**config.mk**
```make
export PLATFORM = sky130hd
export DESIGN_NAME = ir_lexer_next_state
export DESIGN_NICKNAME = d
export VERILOG_FILES = /design/src/hw/rtl/irlx_pkg.sv /design/src/hw/rtl/irlx_dfa.sv /design/src/hw/rtl/ir_lexer_next_state.sv
export SDC_FILE = /design/constraint.sdc
export NUM_CORES = 1
export LEC_CHECK = 0
export ABC_CLOCK_PERIOD_IN_PS = 3900
export BUFFER_PORTS_ARGS = -buffer_cell sky130_fd_sc_hd__buf_4
export CORE_ASPECT_RATIO = 1.4
export CORE_MARGIN = 3
export CORE_UTILIZATION = 40
export CTS_BUF_LIST = sky130_fd_sc_hd__clkbuf_8
export CTS_CLUSTER_DIAMETER = 100
export DETAILED_ROUTE_END_ITERATION = 10
export PLACE_DENSITY = 0.6
export SETUP_SLACK_MARGIN = 0.1
export SLEW_MARGIN = 20
export SYNTH_ARGS = -nofsm -noshare
export SYNTH_HDL_FRONTEND = slang
export SYNTH_SLANG_ARGS = --single-unit
```
**constraint.sdc**
```tcl
create_clock -name i_clk -period 3.9 [get_ports i_clk]
set_input_delay 0.195 -clock i_clk [delete_from_list [all_inputs] [get_ports i_clk]]
set_output_delay 0.195 -clock i_clk [all_outputs]
set_load 0.005 [all_outputs]
```
**src/hw/rtl/irlx_pkg.sv**
```systemverilog
`timescale 1ns / 1ps
// ----------------------------------------------------------------------------
// irlx_pkg: lexer next-state shared definitions
// State and token codes of the lexer automaton and the result word type that
// passes from the transition logic to the top level.
// ----------------------------------------------------------------------------
package irlx_pkg;

    // Field widths
    localparam int STATE_W = 6;
    localparam int BYTE_W  = 8;
    localparam int KIND_W  = 4;

    // Working states
    localparam logic [STATE_W-1:0] ST_START   = 6'd0;
    localparam logic [STATE_W-1:0] ST_SYMBOL  = 6'd1;
    localparam logic [STATE_W-1:0] ST_MINUS   = 6'd2;
    localparam logic [STATE_W-1:0] ST_INT     = 6'd3;
    localparam logic [STATE_W-1:0] ST_SLASH   = 6'd4;
    localparam logic [STATE_W-1:0] ST_COMMENT = 6'd5;
    localparam logic [STATE_W-1:0] ST_EQUALS  = 6'd6;
    localparam logic [STATE_W-1:0] ST_LCURLY  = 6'd7;
    localparam logic [STATE_W-1:0] ST_RCURLY  = 6'd8;
    localparam logic [STATE_W-1:0] ST_COMMA   = 6'd9;
    localparam logic [STATE_W-1:0] ST_D       = 6'd10;
    localparam logic [STATE_W-1:0] ST_DE      = 6'd11;
    localparam logic [STATE_W-1:0] ST_DEC     = 6'd12;
    localparam logic [STATE_W-1:0] ST_DEF     = 6'd13;
    localparam logic [STATE_W-1:0] ST_G       = 6'd14;
    localparam logic [STATE_W-1:0] ST_GL      = 6'd15;
    localparam logic [STATE_W-1:0] ST_GLO     = 6'd16;
    localparam logic [STATE_W-1:0] ST_GLOB    = 6'd17;
    localparam logic [STATE_W-1:0] ST_I       = 6'd18;
    localparam logic [STATE_W-1:0] ST_I1      = 6'd19;
    localparam logic [STATE_W-1:0] ST_I8      = 6'd20;
    localparam logic [STATE_W-1:0] ST_I16     = 6'd21;
    localparam logic [STATE_W-1:0] ST_ERROR   = 6'd22;

    // Token states; token kind is the code minus the error code
    localparam logic [STATE_W-1:0] TK_EOF     = 6'd23;
    localparam logic [STATE_W-1:0] TK_SYMBOL  = 6'd24;
    localparam logic [STATE_W-1:0] TK_INT     = 6'd25;
    localparam logic [STATE_W-1:0] TK_COMMENT = 6'd26;
    localparam logic [STATE_W-1:0] TK_EQUALS  = 6'd27;
    localparam logic [STATE_W-1:0] TK_LCURLY  = 6'd28;
    localparam logic [STATE_W-1:0] TK_RCURLY  = 6'd29;
    localparam logic [STATE_W-1:0] TK_COMMA   = 6'd30;
    localparam logic [STATE_W-1:0] TK_DEC     = 6'd31;
    localparam logic [STATE_W-1:0] TK_DEF     = 6'd32;
    localparam logic [STATE_W-1:0] TK_GLOB    = 6'd33;
    localparam logic [STATE_W-1:0] TK_I8      = 6'd34;
    localparam logic [STATE_W-1:0] TK_I16     = 6'd35;

    // Token kind for "no token"
    localparam logic [KIND_W-1:0] KIND_NONE = 4'd0;

    // One result word
    typedef struct packed {
        logic               bad_state;
        logic               is_error;
        logic [KIND_W-1:0]  token_kind;
        logic [STATE_W-1:0] next_state;
    } t_lex_out;

endpackage

```
**src/hw/rtl/irlx_dfa.sv**
```systemverilog
`timescale 1ns / 1ps
// ----------------------------------------------------------------------------
// irlx_dfa: lexer transition logic
// Combinational next-state function of the lexer automaton for one byte,
// with token kind, error and invalid-state flags.
// ----------------------------------------------------------------------------
module irlx_dfa (
    input  logic [irlx_pkg::STATE_W-1:0] i_cur_state,
    input  logic [irlx_pkg::BYTE_W-1:0]  i_in_byte,
    output irlx_pkg::t_lex_out           o_result
);
    import irlx_pkg::*;

    // Character codes
    localparam logic [BYTE_W-1:0] CH_END     = 8'hFF;
    localparam logic [BYTE_W-1:0] CH_SPACE   = 8'h20;
    localparam logic [BYTE_W-1:0] CH_TAB     = 8'h09;
    localparam logic [BYTE_W-1:0] CH_LF      = 8'h0A;
    localparam logic [BYTE_W-1:0] CH_CR      = 8'h0D;
    localparam logic [BYTE_W-1:0] CH_PERCENT = 8'h25;
    localparam logic [BYTE_W-1:0] CH_MINUS   = 8'h2D;
    localparam logic [BYTE_W-1:0] CH_SLASH   = 8'h2F;
    localparam logic [BYTE_W-1:0] CH_EQUALS  = 8'h3D;
    localparam logic [BYTE_W-1:0] CH_LCURLY  = 8'h7B;
    localparam logic [BYTE_W-1:0] CH_RCURLY  = 8'h7D;
    localparam logic [BYTE_W-1:0] CH_COMMA   = 8'h2C;
    localparam logic [BYTE_W-1:0] CH_UNDER   = 8'h5F;
    localparam logic [BYTE_W-1:0] CH_0       = 8'h30;
    localparam logic [BYTE_W-1:0] CH_1       = 8'h31;
    localparam logic [BYTE_W-1:0] CH_6       = 8'h36;
    localparam logic [BYTE_W-1:0] CH_8       = 8'h38;
    localparam logic [BYTE_W-1:0] CH_9       = 8'h39;
    localparam logic [BYTE_W-1:0] CH_UA      = 8'h41;
    localparam logic [BYTE_W-1:0] CH_UZ      = 8'h5A;
    localparam logic [BYTE_W-1:0] CH_LA      = 8'h61;
    localparam logic [BYTE_W-1:0] CH_LB      = 8'h62;
    localparam logic [BYTE_W-1:0] CH_LC      = 8'h63;
    localparam logic [BYTE_W-1:0] CH_LD      = 8'h64;
    localparam logic [BYTE_W-1:0] CH_LE      = 8'h65;
    localparam logic [BYTE_W-1:0] CH_LF_CHAR = 8'h66;
    localparam logic [BYTE_W-1:0] CH_LG      = 8'h67;
    localparam logic [BYTE_W-1:0] CH_LI      = 8'h69;
    localparam logic [BYTE_W-1:0] CH_LL      = 8'h6C;
    localparam logic [BYTE_W-1:0] CH_LO      = 8'h6F;
    localparam logic [BYTE_W-1:0] CH_LZ      = 8'h7A;

    logic               w_digit;
    logic               w_label;
    logic               w_space;
    logic               w_bad;
    logic [STATE_W-1:0] w_next;
    logic [STATE_W-1:0] w_kind_full;

    // Character classes
    assign w_digit = (i_in_byte >= CH_0) && (i_in_byte <= CH_9);
    assign w_label = ((i_in_byte >= CH_LA) && (i_in_byte <= CH_LZ)) ||
                     ((i_in_byte >= CH_UA) && (i_in_byte <= CH_UZ)) ||
                     w_digit || (i_in_byte == CH_UNDER);
    assign w_space = (i_in_byte == CH_SPACE) || (i_in_byte == CH_TAB) ||
                     (i_in_byte == CH_LF) || (i_in_byte == CH_CR);

    // Codes above ST_I16, including the error state code, are invalid
    assign w_bad = (i_cur_state > ST_I16);

    // Transition table
    always_comb begin
        w_next = ST_ERROR;
        unique case (i_cur_state)
            ST_START: begin
                if (w_space)                    w_next = ST_START;
                else if (i_in_byte == CH_END)     w_next = TK_EOF;
                else if (i_in_byte == CH_PERCENT) w_next = ST_SYMBOL;
                else if (i_in_byte == CH_MINUS)   w_next = ST_MINUS;
                else if (w_digit)                 w_next = ST_INT;
                else if (i_in_byte == CH_SLASH)   w_next = ST_SLASH;
                else if (i_in_byte == CH_EQUALS)  w_next = ST_EQUALS;
                else if (i_in_byte == CH_LCURLY)  w_next = ST_LCURLY;
                else if (i_in_byte == CH_RCURLY)  w_next = ST_RCURLY;
                else if (i_in_byte == CH_COMMA)   w_next = ST_COMMA;
                else if (i_in_byte == CH_LD)      w_next = ST_D;
                else if (i_in_byte == CH_LG)      w_next = ST_G;
                else if (i_in_byte == CH_LI)      w_next = ST_I;
                else                              w_next = ST_ERROR;
            end
            ST_SYMBOL:  w_next = w_label ? ST_SYMBOL : TK_SYMBOL;
            ST_MINUS:   w_next = w_digit ? ST_INT : ST_ERROR;
            ST_INT:     w_next = w_digit ? ST_INT : TK_INT;
            ST_SLASH:   w_next = (i_in_byte == CH_SLASH) ? ST_COMMENT : ST_ERROR;
            ST_COMMENT: w_next = (i_in_byte == CH_LF) ? TK_COMMENT : ST_COMMENT;
            ST_EQUALS:  w_next = TK_EQUALS;
            ST_LCURLY:  w_next = TK_LCURLY;
            ST_RCURLY:  w_next = TK_RCURLY;
            ST_COMMA:   w_next = TK_COMMA;
            ST_D:       w_next = (i_in_byte == CH_LE) ? ST_DE : ST_ERROR;
            ST_DE: begin
                if (i_in_byte == CH_LC)           w_next = ST_DEC;
                else if (i_in_byte == CH_LF_CHAR) w_next = ST_DEF;
                else                              w_next = ST_ERROR;
            end
            ST_DEC:     w_next = w_label ? ST_ERROR : TK_DEC;
            ST_DEF:     w_next = w_label ? ST_ERROR : TK_DEF;
            ST_G:       w_next = (i_in_byte == CH_LL) ? ST_GL : ST_ERROR;
            ST_GL:      w_next = (i_in_byte == CH_LO) ? ST_GLO : ST_ERROR;
            ST_GLO:     w_next = (i_in_byte == CH_LB) ? ST_GLOB : ST_ERROR;
            ST_GLOB:    w_next = w_label ? ST_ERROR : TK_GLOB;
            ST_I: begin
                if (i_in_byte == CH_1)      w_next = ST_I1;
                else if (i_in_byte == CH_8) w_next = ST_I8;
                else                        w_next = ST_ERROR;
            end
            ST_I1:      w_next = (i_in_byte == CH_6) ? ST_I16 : ST_ERROR;
            ST_I8:      w_next = w_label ? ST_ERROR : TK_I8;
            ST_I16:     w_next = w_label ? ST_ERROR : TK_I16;
            default:    w_next = ST_ERROR;
        endcase
    end

    // Derive kind and flags from the next state
    assign w_kind_full = w_next - ST_ERROR;

    always_comb begin
        o_result.next_state = w_next;
        o_result.token_kind = (w_next > ST_ERROR) ? w_kind_full[KIND_W-1:0] : KIND_NONE;
        o_result.is_error   = (w_next == ST_ERROR);
        o_result.bad_state  = w_bad;
    end

endmodule

```
**src/hw/rtl/ir_lexer_next_state.sv**
```systemverilog
`timescale 1ns / 1ps
// ----------------------------------------------------------------------------
// ir_lexer_next_state: lexer next-state block
// Registers one state/byte word, runs it through the transition logic and
// holds the result in an output register until it is taken.
//
//   Channel | Dir | tdata fields (low bit up)       | tuser fields (low bit up)
//   s_axis  | in  | cur_state[5:0], in_byte[13:6]   | -
//   m_axis  | out | next_state[5:0]                 | token_kind[3:0], is_error[4],
//           |     |                                 | bad_state[5]
//
// A word passes from the input register to the result register on its way
// to the output. One word is accepted every cycle while the output side
// takes words. Each stage loads when the stage after it has room,
// so a stall on m_axis fills the result register, then the input register,
// and drops s_axis_tready once both are full.
// Synchronous active-low reset clears both valid flags.
// ----------------------------------------------------------------------------
module ir_lexer_next_state (
    input  logic        i_clk,
    input  logic        i_rst_n,
    // cur_state[5:0], in_byte[13:6], zero [15:14]
    input  logic [15:0] s_axis_tdata,
    input  logic        s_axis_tvalid,
    output logic        s_axis_tready,
    // next_state[5:0], zero [7:6]
    output logic [7:0]  m_axis_tdata,
    // token_kind[3:0], is_error[4], bad_state[5]
    output logic [5:0]  m_axis_tuser,
    output logic        m_axis_tvalid,
    input  logic        m_axis_tready
);
    import irlx_pkg::*;

    logic               r_in_valid;
    logic [STATE_W-1:0] r_in_state;
    logic [BYTE_W-1:0]  r_in_byte;
    logic               r_out_valid;
    t_lex_out           r_out;
    t_lex_out           n_out;
    logic               w_out_load;
    logic               w_in_load;

    // Output register takes a word when empty or being drained
    assign w_out_load    = r_in_valid && (!r_out_valid || m_axis_tready);
    assign w_in_load     = s_axis_tvalid && s_axis_tready;
    assign s_axis_tready = !r_in_valid || w_out_load;

    // Input register valid flag
    always_ff @(posedge i_clk) begin
        if (!i_rst_n) begin
            r_in_valid <= 1'b0;
        end else if (s_axis_tready) begin
            r_in_valid <= s_axis_tvalid;
        end
    end

    // Input register payload
    always_ff @(posedge i_clk) begin
        if (w_in_load) begin
            r_in_state <= s_axis_tdata[STATE_W-1:0];
            r_in_byte  <= s_axis_tdata[STATE_W+BYTE_W-1:STATE_W];
        end
    end

    // Transition logic
    irlx_dfa u_dfa (
        .i_cur_state (r_in_state),
        .i_in_byte   (r_in_byte),
        .o_result    (n_out)
    );

    // Result register valid flag
    always_ff @(posedge i_clk) begin
        if (!i_rst_n) begin
            r_out_valid <= 1'b0;
        end else if (w_out_load) begin
            r_out_valid <= 1'b1;
        end else if (m_axis_tready) begin
            r_out_valid <= 1'b0;
        end
    end

    // Result register payload
    always_ff @(posedge i_clk) begin
        if (w_out_load) begin
            r_out <= n_out;
        end
    end

    // Drive the output word
    assign m_axis_tvalid = r_out_valid;
    assign m_axis_tdata  = {2'b00, r_out.next_state};
    assign m_axis_tuser  = {r_out.bad_state, r_out.is_error, r_out.token_kind};

endmodule

```
==> metrics.md <==
| Metric | Value |
|---|---|
| Result of the run | finished, final reports clean |
| Remaining global-route overflow | 0 |
| Source-to-sink clock delay at the later pin of the worst-skew pair | roughly 280 ps |
| Hold path start | s_axis_tdata[3] |
| Port-buffer cells | 31 |
| Num Clock Sinks | 28 |
| Average routed wire per standard cell | about 17 um |
| Post-synthesis register bit count | 28 |
| Worst clock skew | between 5 and 6 ps |
| Die area | between 6000 and 7000 um^2 |
| Number of buffers inserted during clock tree synthesis | 3 |
| Largest voltage drop on the vdd net | roughly 0.17 mV |
| Classification of the worst-slack hold path | in -> reg |
| Vias in the first global route | roughly 1900 |
| Origin of the critical flop-to-flop path | r_in_byte[1]$_DFFE_PP_ |
| Final total negative setup slack | 0 ps |
| Count of buffers added by post-CTS timing repair for setup | 0 |
| Logic depth of the worst register-to-register path | 10 |
| Cell repeated most along the worst path | and3_1 |
| Slowest cell on crit path | edfxtp_1 |
| Total track usage | 17.5% |
| Fraction of synthesized area in multiplexers | 1.30% |
| Number of inserted filler cells in the final layout | between 500 and 600 |
| Net count reported at finish | approximately 290 |
| Post-route total power | ~760 uW |
| Post-Synth Simple-Gate Area | about 33% |
| WHS Path Cells | 1 |
| Mean Syn Cell Area | 9.10 um^2 |
| Hold Violations, Final | 0 |
| Total power divided by cell area | 290 nW/um^2 |
| Worst slew slack as a fraction of its limit | between 30 and 40% |
| Share of synthesized flip-flops with an asynchronous set or reset | 0% |
| Setup violation total in the final timing report | 0 |
| Synthesized-area fraction occupied by xor and xnor cells | approximately 1.5% |
| Distinct cells, synth | 73 |
| Maximum number of pins on one net before global-route repair | 21 |
| Hold_buf cts | 0 |
| Main area contributors after synthesis | edfxtp_1 (34%), nand2_1 (3.2%), nor3_1 (3.0%), nand2b_1 (3.0%), nor2_1 (2.9%) |
| Dominant combinational cell family by area after synthesis | simple AND/OR/NAND/NOR gates |
| Buffer depth of the longest clock path | 2 |
| Slew Limit Fails | 0 |
| Number of cell rows | 32 |
| Count of flip-flops with a built-in enable after synthesis | 26 |
| Instance count of the mapped netlist | 254 |
| Post-synthesis share of cell area spent on full adders, half adders and majority gates | less than 1% |
| Complex-gate fraction of the synthesized area | 21.3% |
| Sequential area share after synthesis | approximately 35% |
| # IOs | 36 |
| Period minus WS final | approximately 3300 ps |
| TritonCTS clock tree | built |
| Initial antenna violation count | 0 |
| Cell types with the highest counts after synthesis | edfxtp_1 (26), nand2_1 (20), nor2_1 (18) |
| Timing startpoint of the critical path | r_in_byte[1]$_DFFE_PP_ |
| H-tree levels | 1 |
| Number of maximum-capacitance constraint violations | 0 |
| Setup WS pre-CTS | 726 ps |
| Cell at the root of the clock tree | clkbuf_8 |
| Critical path, cell by cell | nor2b_1 > and3_1 > a211oi_2 > or4b_1 > and3_1 > nand2_1 > ha_1 > inv_1 > o2bb2ai_2 > nor3_2 |
| Final routed wirelength across all metal layers | between 5000 and 6000 um |
| Total number of yosys warnings | 0 |
| Detail-routed via count per cell | 6.10 |
| Clock slew at the register clock pins of the worst setup and hold paths | about 100 ps |
| Area of the mapped netlist | ~2300 um^2 |
| Core area | 5570 um^2 |
| Critical path buffer and inverter count | 1 |
| Hold EP | r_in_state[3]$_DFFE_PP_ |
| Antenna cell count | 0 |
| Layout-stage area growth over the synthesis result | 13.1% |
| Standby leakage power | 0.911 nW |
| Via Count | between 2000 and 2500 |
| Detail Route Antenna Nets | 0 |
| Family of cells with the greatest summed delay on the critical path | simple AND/OR/NAND/NOR gates |
| Starting utilization of the core area | approximately 42% |
| Die H | 96.0 um |
| Reg2Reg Setup Slack | 640 ps |
| Cell type with the highest aggregate area in the netlist | edfxtp_1 |
| Crit. End Element | flop |
| Category of the critical setup timing path | reg -> reg |
| Die Span X | between 70 and 80 um |
| Startpoint class of the critical path | flop |
| Share of Yosys cell area claimed by the top area cell type | 33.8% |
| Share of cells above drive strength 1 | between 20 and 25% |
| End-of-flow core utilization | roughly 47% |
| Post-detailed-placement half-perimeter wirelength | around 4300 um |
| Final weighted congestion in routability-driven placement | ~0.96 |
| Critical path peak fanout | 20 |
| Worst path setup slack after routing | about 640 ps |
| Number of cells upsized or downsized after cts | 0 |
| Commonest register cell after synthesis | edfxtp_1 |
| First drt pass iteration count | 5 |
| Actual transition at the worst max-transition pin | between 900 and 1000 ps |
| Data required time of the critical path | ~4000 ps |
| Share of the clock period used by the worst path | between 80 and 90% |
| Setup repair after global routing missed its margin | false |
| End of the worst register-to-register path | m_axis_tuser[3]$_SDFFCE_PP0P_ |
| Delay contributed by the slowest stage of the critical path | about 770 ps |
| Detailed router's first-iteration violation count | between 90 and 100 |
| Residual DRC count | 0 |
| Achievable Freq | 0.307 GHz |
| Dominant cell by count in the synthesized netlist | edfxtp_1 |
| Arrival time reported for the critical path endpoint | between 3000 and 4000 ps |
| Global-route wire length before repair | around 9300 um |
[final cells by class]
class | instances | area [um^2] | area share (%)
Multi-Input combinational cell | 195 | 1340 | 51.0
Sequential cell | 28 | 821 | 31.4
Timing Repair Buffer | 37 | 278 | 10.6
Tap cell | 68 | 85.1 | 3.25
Clock buffer | 3 | 41.3 | 1.58
Clock inverter | 1 | 30.0 | 1.15
Inverter | 7 | 26.3 | 1.00
[state kept, by name (all words and copies together), names as in the netlist]
register       cells
m_axis_tuser       6
r_in_state         6
r_in_valid         1
m_axis_tvalid      1
m_axis_tdata       6
r_in_byte          8
[per-stage QoR]
stage	hold WS (ps)	std cells	cell area (um^2)
2_1_floorplan	294	255	2320
3_3_place_gp	373	335	2540
3_5_place_dp	374	335	2540
4_1_cts	75.7	339	2610
5_1_grt	64.0	339	2620
6_report	77.3	339	2620
[worst max-delay path by stage]
stage	endpoint	cells past startpoint
final	m_axis_tuser[3]$_SDFFCE_PP0P_	10
after global routing	m_axis_tuser[3]$_SDFFCE_PP0P_	9
after CTS	m_axis_tuser[3]$_SDFFCE_PP0P_	10
after detailed placement	m_axis_tuser[3]$_SDFFCE_PP0P_	10
after global placement	m_axis_tuser[3]$_SDFFCE_PP0P_	8
after floorplan	m_axis_tuser[3]$_SDFFCE_PP0P_	11
[worst reg2reg max path, delay by kind of cell, from the launching register on]
| kind | cells | cell delay (ps) |
|---|---|---|
| and+or+nand+nor | 6 | 1560 |
| buffers and inverters | 1 | 70 |
| adders and majority gates | 1 | 190 |
| AOI/OAI and AO/OA | 2 | 520 |
| DFF | 1 | 770 |
[layer usage]
metal / vias up / wire length (um) / track usage (%)
li1: 1007 / - / -
met1: 965 / 2180 / 20.1
met2: 79 / 2910 / 31.0
met3: 17 / 298 / 2.61
met4: 0 / 253 / 9.58
met5: - / 0 / 0
[power breakdown]
group / internal (mW) / leakage, nW / total (mW) / switching, mW
registers: 0.349 / 0.262 / 0.380 / 0.0311
logic: 0.0679 / 0.614 / 0.145 / 0.0770
clock network: 0.138 / 0.0357 / 0.232 / 0.0944
[cell families after synthesis]
kind of cell | Yosys count
AOI/OAI and AO/OA | 61
xor gates and xnor gates | 4
adders and majority gates | 1
buffers and inverters | 32
DFF | 28
muxes | 3
other | 1
and+or+nand+nor | 124
[cell usage in the layout (no fill, tap or decap), drive strengths merged, types with 5 or more instances in the layout]
cell	count
inv	7
nand2	20
nor4	5
edfxtp	26
nand3	10
nor4b	6
a21oi	9
buf	37
nand2b	11
nor2	18
o21ai	8
nor3	15
nor2b	9
(Power assumes the default switching activity.)
